[src/sv/assert_macros.svh]
// ----------------------------------------------------------------------------
// assert_macros.svh
// concurrent assertion helpers used by the sequencer rtl
// ----------------------------------------------------------------------------
`ifndef ASSERT_MACROS_SVH
`define ASSERT_MACROS_SVH

// same-cycle implication, off while reset is held
`define PSIS_ASSERT_IMP(label, clk, rst_n, ante, cons) \
  label: assert property (@(posedge clk) disable iff (!rst_n) (ante) |-> (cons)) \
    else $error("assertion failed");

// next-cycle implication, off while reset is held
`define PSIS_ASSERT_NXT(label, clk, rst_n, ante, cons) \
  label: assert property (@(posedge clk) disable iff (!rst_n) (ante) |=> (cons)) \
    else $error("assertion failed");

`endif

[src/sv/psis_pkg.sv]
// ----------------------------------------------------------------------------
// psis_pkg
// types, constants and helpers of the pressure sensor i2c sequencer
// ----------------------------------------------------------------------------
package psis_pkg;

  localparam int FUNC_W  = 2;
  localparam int WORD_W  = 16;
  localparam int IDX_W   = 4;
  localparam int WAIT_W  = 16;
  localparam int OVS_W   = 2;
  localparam int CFG_IDX_W = 2;
  localparam int CFG_DATA_W = 16;

  localparam int CAL_WORDS = 11;
  localparam logic [IDX_W-1:0] CAL_LAST_IDX = IDX_W'(CAL_WORDS - 1);

  localparam logic [7:0] ADDR_WR       = 8'hEE;
  localparam logic [7:0] ADDR_RD       = 8'hEF;
  localparam logic [7:0] REG_CAL_FIRST = 8'hAA;
  localparam logic [7:0] REG_CTRL      = 8'hF4;
  localparam logic [7:0] REG_RESULT    = 8'hF6;
  localparam logic [7:0] CMD_TEMP      = 8'h2E;
  localparam logic [7:0] CMD_PRES      = 8'h34;

  localparam logic [OVS_W-1:0]  OVS_RST       = 2'd0;
  localparam logic [WAIT_W-1:0] CONV_WAIT_RST = 16'd40;
  localparam logic [WAIT_W-1:0] POLL_RST      = 16'd2;

  typedef enum logic [FUNC_W-1:0] {
    FUNC_TICK = 2'd0,
    FUNC_MEAS = 2'd1,
    FUNC_CAL  = 2'd2
  } func_t;

  typedef enum logic [CFG_IDX_W-1:0] {
    CFG_OVS       = 2'd0,
    CFG_CONV_WAIT = 2'd1,
    CFG_POLL      = 2'd2,
    CFG_USE_READY = 2'd3
  } cfg_idx_t;

  typedef enum logic [3:0] {
    ST_IDLE     = 4'd0,
    ST_WSTART   = 4'd1,
    ST_WADDR    = 4'd2,
    ST_WREG     = 4'd3,
    ST_WDATA    = 4'd4,
    ST_WSTOP    = 4'd5,
    ST_WAIT     = 4'd6,
    ST_RSTART   = 4'd7,
    ST_RADDR    = 4'd8,
    ST_RREG     = 4'd9,
    ST_RRESTART = 4'd10,
    ST_RADDR2   = 4'd11,
    ST_RHI      = 4'd12,
    ST_RLO      = 4'd13,
    ST_RSTOP    = 4'd14
  } step_t;

  typedef struct packed {
    logic              scl_level;
    logic              sda_pull_low;
    logic              word_valid;
    logic [WORD_W-1:0] word_data;
    logic [IDX_W-1:0]  word_index;
    logic              last_word;
    logic              busy_res;
  } out_item_t;

  // byte loaded into the shifter when a step is entered
  function automatic logic [7:0] tx_byte(step_t step, logic [IDX_W-1:0] cnt, logic kind,
                                         logic [OVS_W-1:0] ovs);
    logic [7:0] b;
    b = 8'd0;
    unique case (step)
      ST_WADDR, ST_RADDR: b = ADDR_WR;
      ST_WREG:            b = REG_CTRL;
      ST_WDATA:           b = (cnt == '0) ? CMD_TEMP : (CMD_PRES | {ovs, 6'd0});
      ST_RREG:            b = kind ? (REG_CAL_FIRST + {3'd0, cnt, 1'b0}) : REG_RESULT;
      ST_RADDR2:          b = ADDR_RD;
      default:            b = 8'd0;
    endcase
    return b;
  endfunction

  function automatic logic [WAIT_W-1:0] at_least_one(logic [WAIT_W-1:0] v);
    return (v == '0) ? WAIT_W'(1) : v;
  endfunction

endpackage

[src/sv/psis_ifs.sv]
// ----------------------------------------------------------------------------
// psis_ifs
// tick and result channels of the pressure sensor i2c sequencer
// ----------------------------------------------------------------------------
interface psis_in_if import psis_pkg::*; ();
  logic              valid;
  logic              ready;
  logic [FUNC_W-1:0] func;
  logic              sda_sample;
  logic              ready_pin;

  modport source(output valid, func, sda_sample, ready_pin, input ready);
  modport sink(input valid, func, sda_sample, ready_pin, output ready);
endinterface

interface psis_out_if import psis_pkg::*; ();
  logic              valid;
  logic              ready;
  logic              scl_level;
  logic              sda_pull_low;
  logic              word_valid;
  logic [WORD_W-1:0] word_data;
  logic [IDX_W-1:0]  word_index;
  logic              last_word;
  logic              busy_res;

  modport source(output valid, scl_level, sda_pull_low, word_valid, word_data, word_index,
                 last_word, busy_res, input ready);
  modport sink(input valid, scl_level, sda_pull_low, word_valid, word_data, word_index,
               last_word, busy_res, output ready);
endinterface

[src/sv/pressure_sensor_i2c_sequencer_unit.sv]
// ----------------------------------------------------------------------------
// pressure_sensor_i2c_sequencer_unit
// bit-banged i2c master that reads temperature, pressure and calibration words
// ----------------------------------------------------------------------------
// Every item on in_ch is one bus tick: it carries the sampled sda level, the
// sensor ready pin and a request code (tick only, measurement, calibration
// read; requests while busy are dropped). Each tick advances the i2c master by
// one pin action and yields exactly one result item with the scl and sda drive
// after that tick, plus a 16-bit word on the tick whose scl fall ends the nack
// bit of a register read. The sequencer step logic sits between the sequencer
// state registers and a one-deep result register, so the block takes one item
// every clock cycle while in_ch.ready is high, and each result is registered;
// a skid entry behind the result register lets a tick be taken while a result
// waits, and in_ch.ready drops only while both are full. Configuration writes
// on cfg_* are registered and are used at their next use (command byte or wait
// load); write them only while no request is in progress.
// ----------------------------------------------------------------------------
`include "assert_macros.svh"

module pressure_sensor_i2c_sequencer_unit import psis_pkg::*; (
  input  logic                  clk,
  input  logic                  rst_n,
  psis_in_if.sink               in_ch,
  psis_out_if.source            out_ch,
  input  logic                  cfg_we,
  input  logic [CFG_IDX_W-1:0]  cfg_idx,
  input  logic [CFG_DATA_W-1:0] cfg_wdata
);

  // configuration registers
  logic [OVS_W-1:0]  ovs_r;
  logic [WAIT_W-1:0] conv_wait_r;
  logic [WAIT_W-1:0] poll_r;
  logic              use_ready_r;

  // sequencer state
  step_t             step_r, step_nxt;
  logic [3:0]        bc_r, bc_nxt;
  logic [1:0]        ph_r, ph_nxt;
  logic [7:0]        shift_r, shift_nxt;
  logic [7:0]        hi_r, hi_nxt;
  logic [WAIT_W-1:0] wait_r, wait_nxt;
  logic [IDX_W-1:0]  wcnt_r, wcnt_nxt;
  logic              kind_r, kind_nxt;
  logic              scl_r, scl_nxt;
  logic              sdal_r, sdal_nxt;

  // byte engine results
  logic       bt_rx, bt_done, bt_scl, bt_sdal;
  logic [3:0] bt_bc;
  logic [1:0] bt_ph;
  logic [7:0] bt_shift;

  logic      enter;
  out_item_t res;

  // result register and skid entry
  out_item_t main_r, skid_r;
  logic      main_v_r, skid_v_r;
  logic      acc, pop;

  assign in_ch.ready = !skid_v_r;
  assign acc = in_ch.valid && in_ch.ready;
  assign pop = main_v_r && out_ch.ready;

  // configuration port
  always_ff @(posedge clk) begin
    if (!rst_n) begin
      ovs_r       <= OVS_RST;
      conv_wait_r <= CONV_WAIT_RST;
      poll_r      <= POLL_RST;
      use_ready_r <= 1'b0;
    end else if (cfg_we) begin
      unique case (cfg_idx_t'(cfg_idx))
        CFG_OVS:       ovs_r       <= cfg_wdata[OVS_W-1:0];
        CFG_CONV_WAIT: conv_wait_r <= cfg_wdata[WAIT_W-1:0];
        CFG_POLL:      poll_r      <= cfg_wdata[WAIT_W-1:0];
        CFG_USE_READY: use_ready_r <= cfg_wdata[0];
        default: ;
      endcase
    end
  end

  // one byte plus ack bit, three ticks per bit, msb first
  always_comb begin
    bt_rx    = (step_r == ST_RHI) || (step_r == ST_RLO);
    bt_done  = 1'b0;
    bt_scl   = scl_r;
    bt_sdal  = sdal_r;
    bt_bc    = bc_r;
    bt_ph    = ph_r;
    bt_shift = shift_r;
    if (bc_r < 4'd8) begin
      case (ph_r)
        2'd0: begin
          bt_sdal = bt_rx ? 1'b0 : !shift_r[7];
          bt_ph   = 2'd1;
        end
        2'd1: begin
          bt_scl = 1'b1;
          if (bt_rx) begin
            bt_shift = {shift_r[6:0], in_ch.sda_sample};
          end
          bt_ph = 2'd2;
        end
        default: begin
          bt_scl = 1'b0;
          if (!bt_rx) begin
            bt_shift = {shift_r[6:0], 1'b0};
          end
          bt_bc = bc_r + 4'd1;
          bt_ph = 2'd0;
        end
      endcase
    end else begin
      case (ph_r)
        2'd0: begin
          // master acks the high byte, nacks the low byte
          bt_sdal = (step_r == ST_RHI);
          bt_ph   = 2'd1;
        end
        2'd1: begin
          bt_scl = 1'b1;
          bt_ph  = 2'd2;
        end
        default: begin
          bt_scl  = 1'b0;
          bt_done = 1'b1;
        end
      endcase
    end
  end

  // sequencer next state and result of this tick
  always_comb begin
    step_nxt  = step_r;
    bc_nxt    = bc_r;
    ph_nxt    = ph_r;
    shift_nxt = shift_r;
    hi_nxt    = hi_r;
    wait_nxt  = wait_r;
    wcnt_nxt  = wcnt_r;
    kind_nxt  = kind_r;
    scl_nxt   = scl_r;
    sdal_nxt  = sdal_r;
    enter     = 1'b0;
    res       = '0;

    unique case (step_r)
      ST_IDLE: begin
        scl_nxt  = 1'b1;
        sdal_nxt = 1'b0;
        if (in_ch.func == FUNC_MEAS || in_ch.func == FUNC_CAL) begin
          kind_nxt = (in_ch.func == FUNC_CAL);
          wcnt_nxt = '0;
          step_nxt = (in_ch.func == FUNC_CAL) ? ST_RSTART : ST_WSTART;
          enter    = 1'b1;
        end
      end
      ST_WSTART, ST_RSTART: begin
        if (ph_r == 2'd0) begin
          sdal_nxt = 1'b1;
          ph_nxt   = 2'd1;
        end else begin
          scl_nxt  = 1'b0;
          step_nxt = (step_r == ST_WSTART) ? ST_WADDR : ST_RADDR;
          enter    = 1'b1;
        end
      end
      ST_WADDR, ST_WREG, ST_WDATA, ST_RADDR, ST_RREG, ST_RADDR2: begin
        scl_nxt   = bt_scl;
        sdal_nxt  = bt_sdal;
        bc_nxt    = bt_bc;
        ph_nxt    = bt_ph;
        shift_nxt = bt_shift;
        if (bt_done) begin
          enter = 1'b1;
          unique case (step_r)
            ST_WADDR: step_nxt = ST_WREG;
            ST_WREG:  step_nxt = ST_WDATA;
            ST_WDATA: step_nxt = ST_WSTOP;
            ST_RADDR: step_nxt = ST_RREG;
            ST_RREG:  step_nxt = ST_RRESTART;
            default:  step_nxt = ST_RHI;
          endcase
        end
      end
      ST_RHI, ST_RLO: begin
        scl_nxt   = bt_scl;
        sdal_nxt  = bt_sdal;
        bc_nxt    = bt_bc;
        ph_nxt    = bt_ph;
        shift_nxt = bt_shift;
        if (bt_done) begin
          enter = 1'b1;
          if (step_r == ST_RHI) begin
            hi_nxt   = shift_r;
            step_nxt = ST_RLO;
          end else begin
            res.word_valid = 1'b1;
            res.word_data  = {hi_r, shift_r};
            res.word_index = wcnt_r;
            res.last_word  = kind_r ? (wcnt_r >= CAL_LAST_IDX) : (wcnt_r != '0);
            step_nxt       = ST_RSTOP;
          end
        end
      end
      ST_RRESTART: begin
        case (ph_r)
          2'd0: begin
            sdal_nxt = 1'b0;
            ph_nxt   = 2'd1;
          end
          2'd1: begin
            scl_nxt = 1'b1;
            ph_nxt  = 2'd2;
          end
          2'd2: begin
            sdal_nxt = 1'b1;
            ph_nxt   = 2'd3;
          end
          default: begin
            scl_nxt  = 1'b0;
            step_nxt = ST_RADDR2;
            enter    = 1'b1;
          end
        endcase
      end
      ST_WSTOP, ST_RSTOP: begin
        case (ph_r)
          2'd0: begin
            sdal_nxt = 1'b1;
            ph_nxt   = 2'd1;
          end
          2'd1: begin
            scl_nxt = 1'b1;
            ph_nxt  = 2'd2;
          end
          default: begin
            sdal_nxt = 1'b0;
            enter    = 1'b1;
            if (step_r == ST_WSTOP) begin
              step_nxt = ST_WAIT;
              wait_nxt = at_least_one(use_ready_r ? poll_r : conv_wait_r);
            end else if (kind_r) begin
              if (wcnt_r >= CAL_LAST_IDX) begin
                step_nxt = ST_IDLE;
              end else begin
                wcnt_nxt = wcnt_r + IDX_W'(1);
                step_nxt = ST_RSTART;
              end
            end else if (wcnt_r == '0) begin
              // temperature done, go on with the pressure command
              wcnt_nxt = IDX_W'(1);
              step_nxt = ST_WSTART;
            end else begin
              step_nxt = ST_IDLE;
            end
          end
        endcase
      end
      ST_WAIT: begin
        if (wait_r > WAIT_W'(1)) begin
          wait_nxt = wait_r - WAIT_W'(1);
        end else if (!use_ready_r || in_ch.ready_pin) begin
          wait_nxt = '0;
          step_nxt = ST_RSTART;
          enter    = 1'b1;
        end else begin
          // not ready yet, start another poll period
          wait_nxt = at_least_one(poll_r);
        end
      end
      default: begin
        scl_nxt  = 1'b1;
        sdal_nxt = 1'b0;
        step_nxt = ST_IDLE;
        enter    = 1'b1;
      end
    endcase

    if (enter) begin
      bc_nxt    = '0;
      ph_nxt    = '0;
      shift_nxt = tx_byte(step_nxt, wcnt_nxt, kind_nxt, ovs_r);
    end

    res.scl_level    = scl_nxt;
    res.sda_pull_low = sdal_nxt;
    res.busy_res     = (step_nxt != ST_IDLE);
  end

  // sequencer registers advance once per accepted tick
  always_ff @(posedge clk) begin
    if (!rst_n) begin
      step_r  <= ST_IDLE;
      bc_r    <= '0;
      ph_r    <= '0;
      shift_r <= '0;
      hi_r    <= '0;
      wait_r  <= '0;
      wcnt_r  <= '0;
      kind_r  <= 1'b0;
      scl_r   <= 1'b1;
      sdal_r  <= 1'b0;
    end else if (acc) begin
      step_r  <= step_nxt;
      bc_r    <= bc_nxt;
      ph_r    <= ph_nxt;
      shift_r <= shift_nxt;
      hi_r    <= hi_nxt;
      wait_r  <= wait_nxt;
      wcnt_r  <= wcnt_nxt;
      kind_r  <= kind_nxt;
      scl_r   <= scl_nxt;
      sdal_r  <= sdal_nxt;
    end
  end

  // result register with skid entry
  always_ff @(posedge clk) begin
    if (!rst_n) begin
      main_v_r <= 1'b0;
      skid_v_r <= 1'b0;
    end else if (!main_v_r || pop) begin
      main_v_r <= skid_v_r || acc;
      skid_v_r <= 1'b0;
    end else if (acc) begin
      skid_v_r <= 1'b1;
    end
  end

  always_ff @(posedge clk) begin
    if (!main_v_r || pop) begin
      if (skid_v_r) begin
        main_r <= skid_r;
      end else if (acc) begin
        main_r <= res;
      end
    end else if (acc) begin
      skid_r <= res;
    end
  end

  assign out_ch.valid        = main_v_r;
  assign out_ch.scl_level    = main_r.scl_level;
  assign out_ch.sda_pull_low = main_r.sda_pull_low;
  assign out_ch.word_valid   = main_r.word_valid;
  assign out_ch.word_data    = main_r.word_data;
  assign out_ch.word_index   = main_r.word_index;
  assign out_ch.last_word    = main_r.last_word;
  assign out_ch.busy_res     = main_r.busy_res;

  // skid entry only fills behind a held result
  `PSIS_ASSERT_IMP(a_skid_behind_main, clk, rst_n, skid_v_r, main_v_r)
  `PSIS_ASSERT_NXT(a_skid_fill_cause, clk, rst_n, acc && main_v_r && !out_ch.ready, skid_v_r)
  // bus is released whenever the sequencer rests
  `PSIS_ASSERT_IMP(a_idle_bus_free, clk, rst_n, step_r == ST_IDLE, scl_r && !sdal_r)
  // a finished word always leaves the stop condition still to come
  `PSIS_ASSERT_IMP(a_word_then_busy, clk, rst_n, acc && res.word_valid,
                   res.busy_res && step_nxt == ST_RSTOP)

endmodule
[src/flat_wrapper.sv]
// flat-port wrapper written by rule: the top's interface ports become plain ports
module pressure_sensor_i2c_sequencer_unit_flat import psis_pkg::*;
  (clk, rst_n, cfg_we, cfg_idx, cfg_wdata, in_ch_valid, in_ch_func, in_ch_sda_sample, in_ch_ready_pin, in_ch_ready, out_ch_valid, out_ch_scl_level, out_ch_sda_pull_low, out_ch_word_valid, out_ch_word_data, out_ch_word_index, out_ch_last_word, out_ch_busy_res, out_ch_ready);
  psis_in_if in_ch_i ();
  psis_out_if out_ch_i ();
  input  logic clk;
  input  logic rst_n;
  input  logic cfg_we;
  input  logic [CFG_IDX_W-1:0] cfg_idx;
  input  logic [CFG_DATA_W-1:0] cfg_wdata;
  input wire logic [$bits(in_ch_i.valid)-1:0] in_ch_valid;
  input wire logic [$bits(in_ch_i.func)-1:0] in_ch_func;
  input wire logic [$bits(in_ch_i.sda_sample)-1:0] in_ch_sda_sample;
  input wire logic [$bits(in_ch_i.ready_pin)-1:0] in_ch_ready_pin;
  output wire logic [$bits(in_ch_i.ready)-1:0] in_ch_ready;
  output wire logic [$bits(out_ch_i.valid)-1:0] out_ch_valid;
  output wire logic [$bits(out_ch_i.scl_level)-1:0] out_ch_scl_level;
  output wire logic [$bits(out_ch_i.sda_pull_low)-1:0] out_ch_sda_pull_low;
  output wire logic [$bits(out_ch_i.word_valid)-1:0] out_ch_word_valid;
  output wire logic [$bits(out_ch_i.word_data)-1:0] out_ch_word_data;
  output wire logic [$bits(out_ch_i.word_index)-1:0] out_ch_word_index;
  output wire logic [$bits(out_ch_i.last_word)-1:0] out_ch_last_word;
  output wire logic [$bits(out_ch_i.busy_res)-1:0] out_ch_busy_res;
  input wire logic [$bits(out_ch_i.ready)-1:0] out_ch_ready;
  assign in_ch_i.valid = in_ch_valid;
  assign in_ch_i.func = in_ch_func;
  assign in_ch_i.sda_sample = in_ch_sda_sample;
  assign in_ch_i.ready_pin = in_ch_ready_pin;
  assign in_ch_ready = in_ch_i.ready;
  assign out_ch_valid = out_ch_i.valid;
  assign out_ch_scl_level = out_ch_i.scl_level;
  assign out_ch_sda_pull_low = out_ch_i.sda_pull_low;
  assign out_ch_word_valid = out_ch_i.word_valid;
  assign out_ch_word_data = out_ch_i.word_data;
  assign out_ch_word_index = out_ch_i.word_index;
  assign out_ch_last_word = out_ch_i.last_word;
  assign out_ch_busy_res = out_ch_i.busy_res;
  assign out_ch_i.ready = out_ch_ready;
  pressure_sensor_i2c_sequencer_unit u_core (.clk(clk), .rst_n(rst_n), .in_ch(in_ch_i), .out_ch(out_ch_i), .cfg_we(cfg_we), .cfg_idx(cfg_idx), .cfg_wdata(cfg_wdata));
endmodule
[config.mk]
export PLATFORM = sky130hd
export DESIGN_NAME = pressure_sensor_i2c_sequencer_unit_flat
export DESIGN_NICKNAME = d
export VERILOG_FILES = /design/src/sv/psis_pkg.sv /design/src/sv/psis_ifs.sv /design/src/sv/pressure_sensor_i2c_sequencer_unit.sv /design/src/flat_wrapper.sv
export VERILOG_INCLUDE_DIRS = /design/src /design/src/sv
export SDC_FILE = /design/constraint.sdc
export NUM_CORES = 1
export LEC_CHECK = 0
export BUFFER_PORTS_ARGS = -buffer_cell sky130_fd_sc_hd__buf_2
export CAP_MARGIN = 20
export CORE_MARGIN = 3
export CORE_UTILIZATION = 51
export DETAILED_ROUTE_END_ITERATION = 8
export PLACE_DENSITY_LB_ADDON = 0.08
export SLEW_MARGIN = 25
export SYNTH_ARGS = -nofsm -noshare
export SYNTH_HDL_FRONTEND = slang
export SYNTH_SLANG_ARGS = --single-unit
[constraint.sdc]
create_clock -name clk -period 4.75 [get_ports clk]
set_input_delay 1.425 -clock clk [delete_from_list [all_inputs] [get_ports clk]]
set_output_delay 1.425 -clock clk [all_outputs]
set_load 0.02 [all_outputs]
==> flow_metrics.py <==
metrics = {
    "yosys": {
        "synth_edf_count": 50,
        "synthesis.area_sq_um": 7260,
        "synthFlopType": "dfxtp_1",
        "yosys.area_share.simple_pct": 21.2,
        "syn_area_per_cell_sq_um": 9.26,
        "synth_warnings": 0,
        "synthCells": 784,
        "synth-xor-area-share_pct": 2.05,
        "synthAdderAreaFrac_pct": 2.55,
        "synth_nets": 825,
        "synth_compound_area_share_pct": 19.9,
        "ys_async_sr_fraction_pct": 0,
        "synth_top_family_by_area": "simple AND/OR/NAND/NOR gates",
        "synth_cell_types": 76,
        "synth_seq_area_share_pct": 44.4,
        "ys_ff_latch": 136,
        "synthMuxAreaShare_pct": 5.93,
    },
    "power_and_ir_drop": {
        "pwr-share-comb_pct": 15.1,
        "peakVddDrop_mv": 0.234,
        "p_seq_share_pct": 43.8,
        "power.total_mw": 2.97,
        "powerDensity_nw_per_um2": 364,
        "p_sw_mw": 0.831,
        "p_leak_nw": 3.22,
        "p_clk_share_pct": 41.1,
        "intPower_mw": 2.14,
        "swShare_pct": 28.0,
    },
    "placement": {
        "port-buffer-count": 53,
        "placed_cell_area_sq_um": 7630,
        "hpwl_mm": 12.6,
        "gp_congestion": 0.900,
    },
    "sta": {
        "maxSlewViolCount": 0,
        "skew_ns": 0.0117,
        "max_slew_margin_pct": 35.1,
        "min_period_ns": 3.85,
        "setup_viol": 0,
        "tns_ns": 0,
        "hold_ws_ns": 0.469,
        "grt_setup_unrepaired": "no",
        "hold_viol": 0,
        "post-route-period-util_pct": 81.1,
        "max_freq_mhz": 260,
        "tightest_slew_ns": 0.974,
    },
    "clocking": {
        "clk_pin_slew_ns": 0.06,
        "clockBufferDepth": 2,
        "cts_inserted_buffers": 17,
        "root_buffer": "clkbuf_16",
        "htree_levels": 4,
        "clk_latency_ns": 0.42,
        "post_cts_buffers": 0,
        "cts.sinks": 136,
        "hold_buffers": 0,
        "ctsResizeCount": 0,
        "cts_tree": "done",
    },
    "die": {
        "core_sq_um": 13600,
        "die-area_sq_um": 15700,
        "floorplan.io_pins": 54,
        "rows": 42,
        "initial_core_util_pct": 53.5,
        "die_w_microns": 125,
        "die_h_microns": 125,
    },
    "route": {
        "routedWlPerCell_microns": 17.8,
        "antenna_left": 0,
        "routed_wl_mm": 17.9,
        "drt-pass1-iter-count": 5,
        "via_count": 6101,
        "routed_via_density": 6.07,
        "initialDrtViolationCount": 588,
        "drc_errors": 0,
    },
    "critical_path": {
        "critPathRequiredTime_ns": 5.11,
        "worstPathMaxFanout": 13,
        "rrSetupSlack_ns": 0.90,
        "end_kind": "flop",
        "crit_type": "reg -> reg",
        "arrival_ns": 4.21,
        "start_kind": "flop",
    },
    "worst_hold_path": {
        "hold_path_class": "reg -> reg",
    },
    "global_routing": {
        "antenna_found_initial": 0,
        "grt_usage_pct": 22.7,
        "overflow": 0,
        "grt_max_degree": 57,
        "grt_pass1_wl_mm": 29.0,
        "grt_pass1_vias": 5691,
    },
    "cells_and_area": {
        "area_growth_syn_to_layout_pct": 12.6,
        "drive_gt1_share_pct": 16.6,
        "antenna_cells": 0,
        "num-fill-cells": 1180,
        "nets": 857,
        "final_cell_area_sq_um": 8170,
    },
    "job": {
        "cap_violations": 0,
    },
    "status": {
        "outcome": "completed",
    },
}
-- through the flow --
step	instances	setup WS, ns	util, %
after floorplan	784	1.27	-
final	1005	0.899	60.3
after CTS	1005	0.948	60.3
after detailed placement	973	0.928	56.3
after global routing	1005	0.637	60.3
after global placement	972	1.02	56.2
-- routing by layer --
layer | vias up | share of wire (%) | track usage (%)
met5 | - | 0 | 0
met4 | 0 | 2.9 | 9.44
met3 | 42 | 6.6 | 6.27
met2 | 203 | 45 | 34.7
met1 | 2945 | 45 | 30.4
li1 | 2911 | - | -
-- critical path, cell delays in order (launching register included) --
cell	delay (ns)
dfxtp_1	0.46
inv_1	0.13
ha_1	0.20
buf_4	0.18
or4b_1	0.57
a211oi_1	0.59
o21ai_0	0.34
inv_1	0.11
ha_1	0.13
or3b_1	0.41
nor3_1	0.17
o211ai_1	0.12
a21boi_2	0.21
a22o_1	0.14
-- kinds of logic (layout without fill, tap and decap cells) --
kind of cell | after synthesis | count (layout)
simple gates | 307 | 307
compound gates | 196 | 196
flops | 136 | 136
buf+inv | 73 | 118
mux | 40 | 40
xor+xnor | 17 | 17
fa+ha+maj | 15 | 15
-- layout by cell type, fill, tap and decap left out, types with 9 or more instances in the layout --
master,Yosys,layout
nor2b_1,21,21
clkbuf_16,0,17
buf_2,4,53
inv_1,21,21
buf_4,0,10
ha_1,14,14
mux2i_1,16,16
a21oi_1,27,27
nor3_1,20,20
xnor2_1,9,9
dfxtp_1,86,86
nand2_1,125,125
edfxtp_1,50,50
o211a_1,15,15
nor2_1,42,40
and2_1,20,20
a21boi_0,31,31
mux2_2,24,24
nand3_1,20,20
o21ai_0,30,30
-- area by class of cell --
type | instances | area, sq um | share of cell area [%]
multi-input combinational | 575 | 3750 | 45.9
sequential | 136 | 3220 | 39.4
clock buffer | 19 | 433 | 5.30
timing repair buffer | 64 | 355 | 4.35
tap | 176 | 220 | 2.69
clock inverter | 13 | 105 | 1.29
inverter | 22 | 82.6 | 1.01
-- synthesized netlist by cell type, types with 6 or more instances --
library cell / count / share of area [%]
ha_1: 14 / 2.4
dfxtp_1: 86 / 24
nand3b_1: 7 / 0.72
o21ai_0: 30 / 2.1
xor2_1: 8 / 0.97
nand2b_1: 6 / 0.52
nand2_1: 125 / 6.5
mux2_2: 24 / 3.7
o31ai_1: 6 / 0.62
nor3_1: 20 / 1.4
nor2_1: 42 / 2.2
a21oi_1: 27 / 1.9
a221oi_1: 8 / 0.97
o211ai_1: 8 / 0.83
o211a_1: 15 / 2.1
nand3_1: 20 / 1.4
nor2b_1: 21 / 1.8
nor4_1: 8 / 0.69
inv_1: 21 / 1.1
a21boi_0: 31 / 3.2
a211oi_1: 7 / 0.72
clkbuf_1: 41 / 2.1
mux2i_1: 16 / 2.2
o21ai_1: 6 / 0.41
and2_1: 20 / 1.7
edfxtp_1: 50 / 21
xnor2_1: 9 / 1.1
-- registers in the layout (all words and copies together), names as in the netlist --
name / flops
u_core.skid_r: 25
u_core.conv_wait_r: 16
u_core.out_ch.word_data: 16
u_core.poll_r: 16
u_core.wait_r: 16
u_core.hi_r: 8
u_core.shift_r: 8
u_core.bc_r: 4
u_core.out_ch.word_index: 4
u_core.step_r: 4
u_core.wcnt_r: 4
u_core.ovs_r: 2
u_core.ph_r: 2
u_core.kind_r: 1
u_core.out_ch.busy_res: 1
u_core.out_ch.last_word: 1
u_core.out_ch.scl_level: 1
u_core.out_ch.sda_pull_low: 1
u_core.out_ch.valid: 1
u_core.out_ch.word_valid: 1
u_core.scl_r: 1
u_core.sdal_r: 1
u_core.skid_v_r: 1
u_core.use_ready_r: 1
-- worst paths after layout --
path / startpoint / cells past startpoint / to
worst max register to register: u_core.ph_r[1] / 13 / u_core.shift_r[3]
worst max-delay path: u_core.ph_r[1] / 13 / u_core.shift_r[3]
worst min-delay path: u_core.conv_wait_r[12] / 2 / u_core.conv_wait_r[12]
worst min register to register: u_core.conv_wait_r[12] / 2 / u_core.conv_wait_r[12]
-- power groups by stage --
stage | Sequential [mW] | Clock [mW] | Combinational (mW)
2_1_floorplan | 1.33 | 0 | 0.314
6_report | 1.30 | 1.22 | 0.450
5_1_grt | 1.31 | 1.30 | 0.495
3_3_place_gp | 1.32 | 0 | 0.433
3_5_place_dp | 1.32 | 0 | 0.441
4_1_cts | 1.30 | 1.24 | 0.444
No activity file was read; power rests on OpenSTA's default activity.
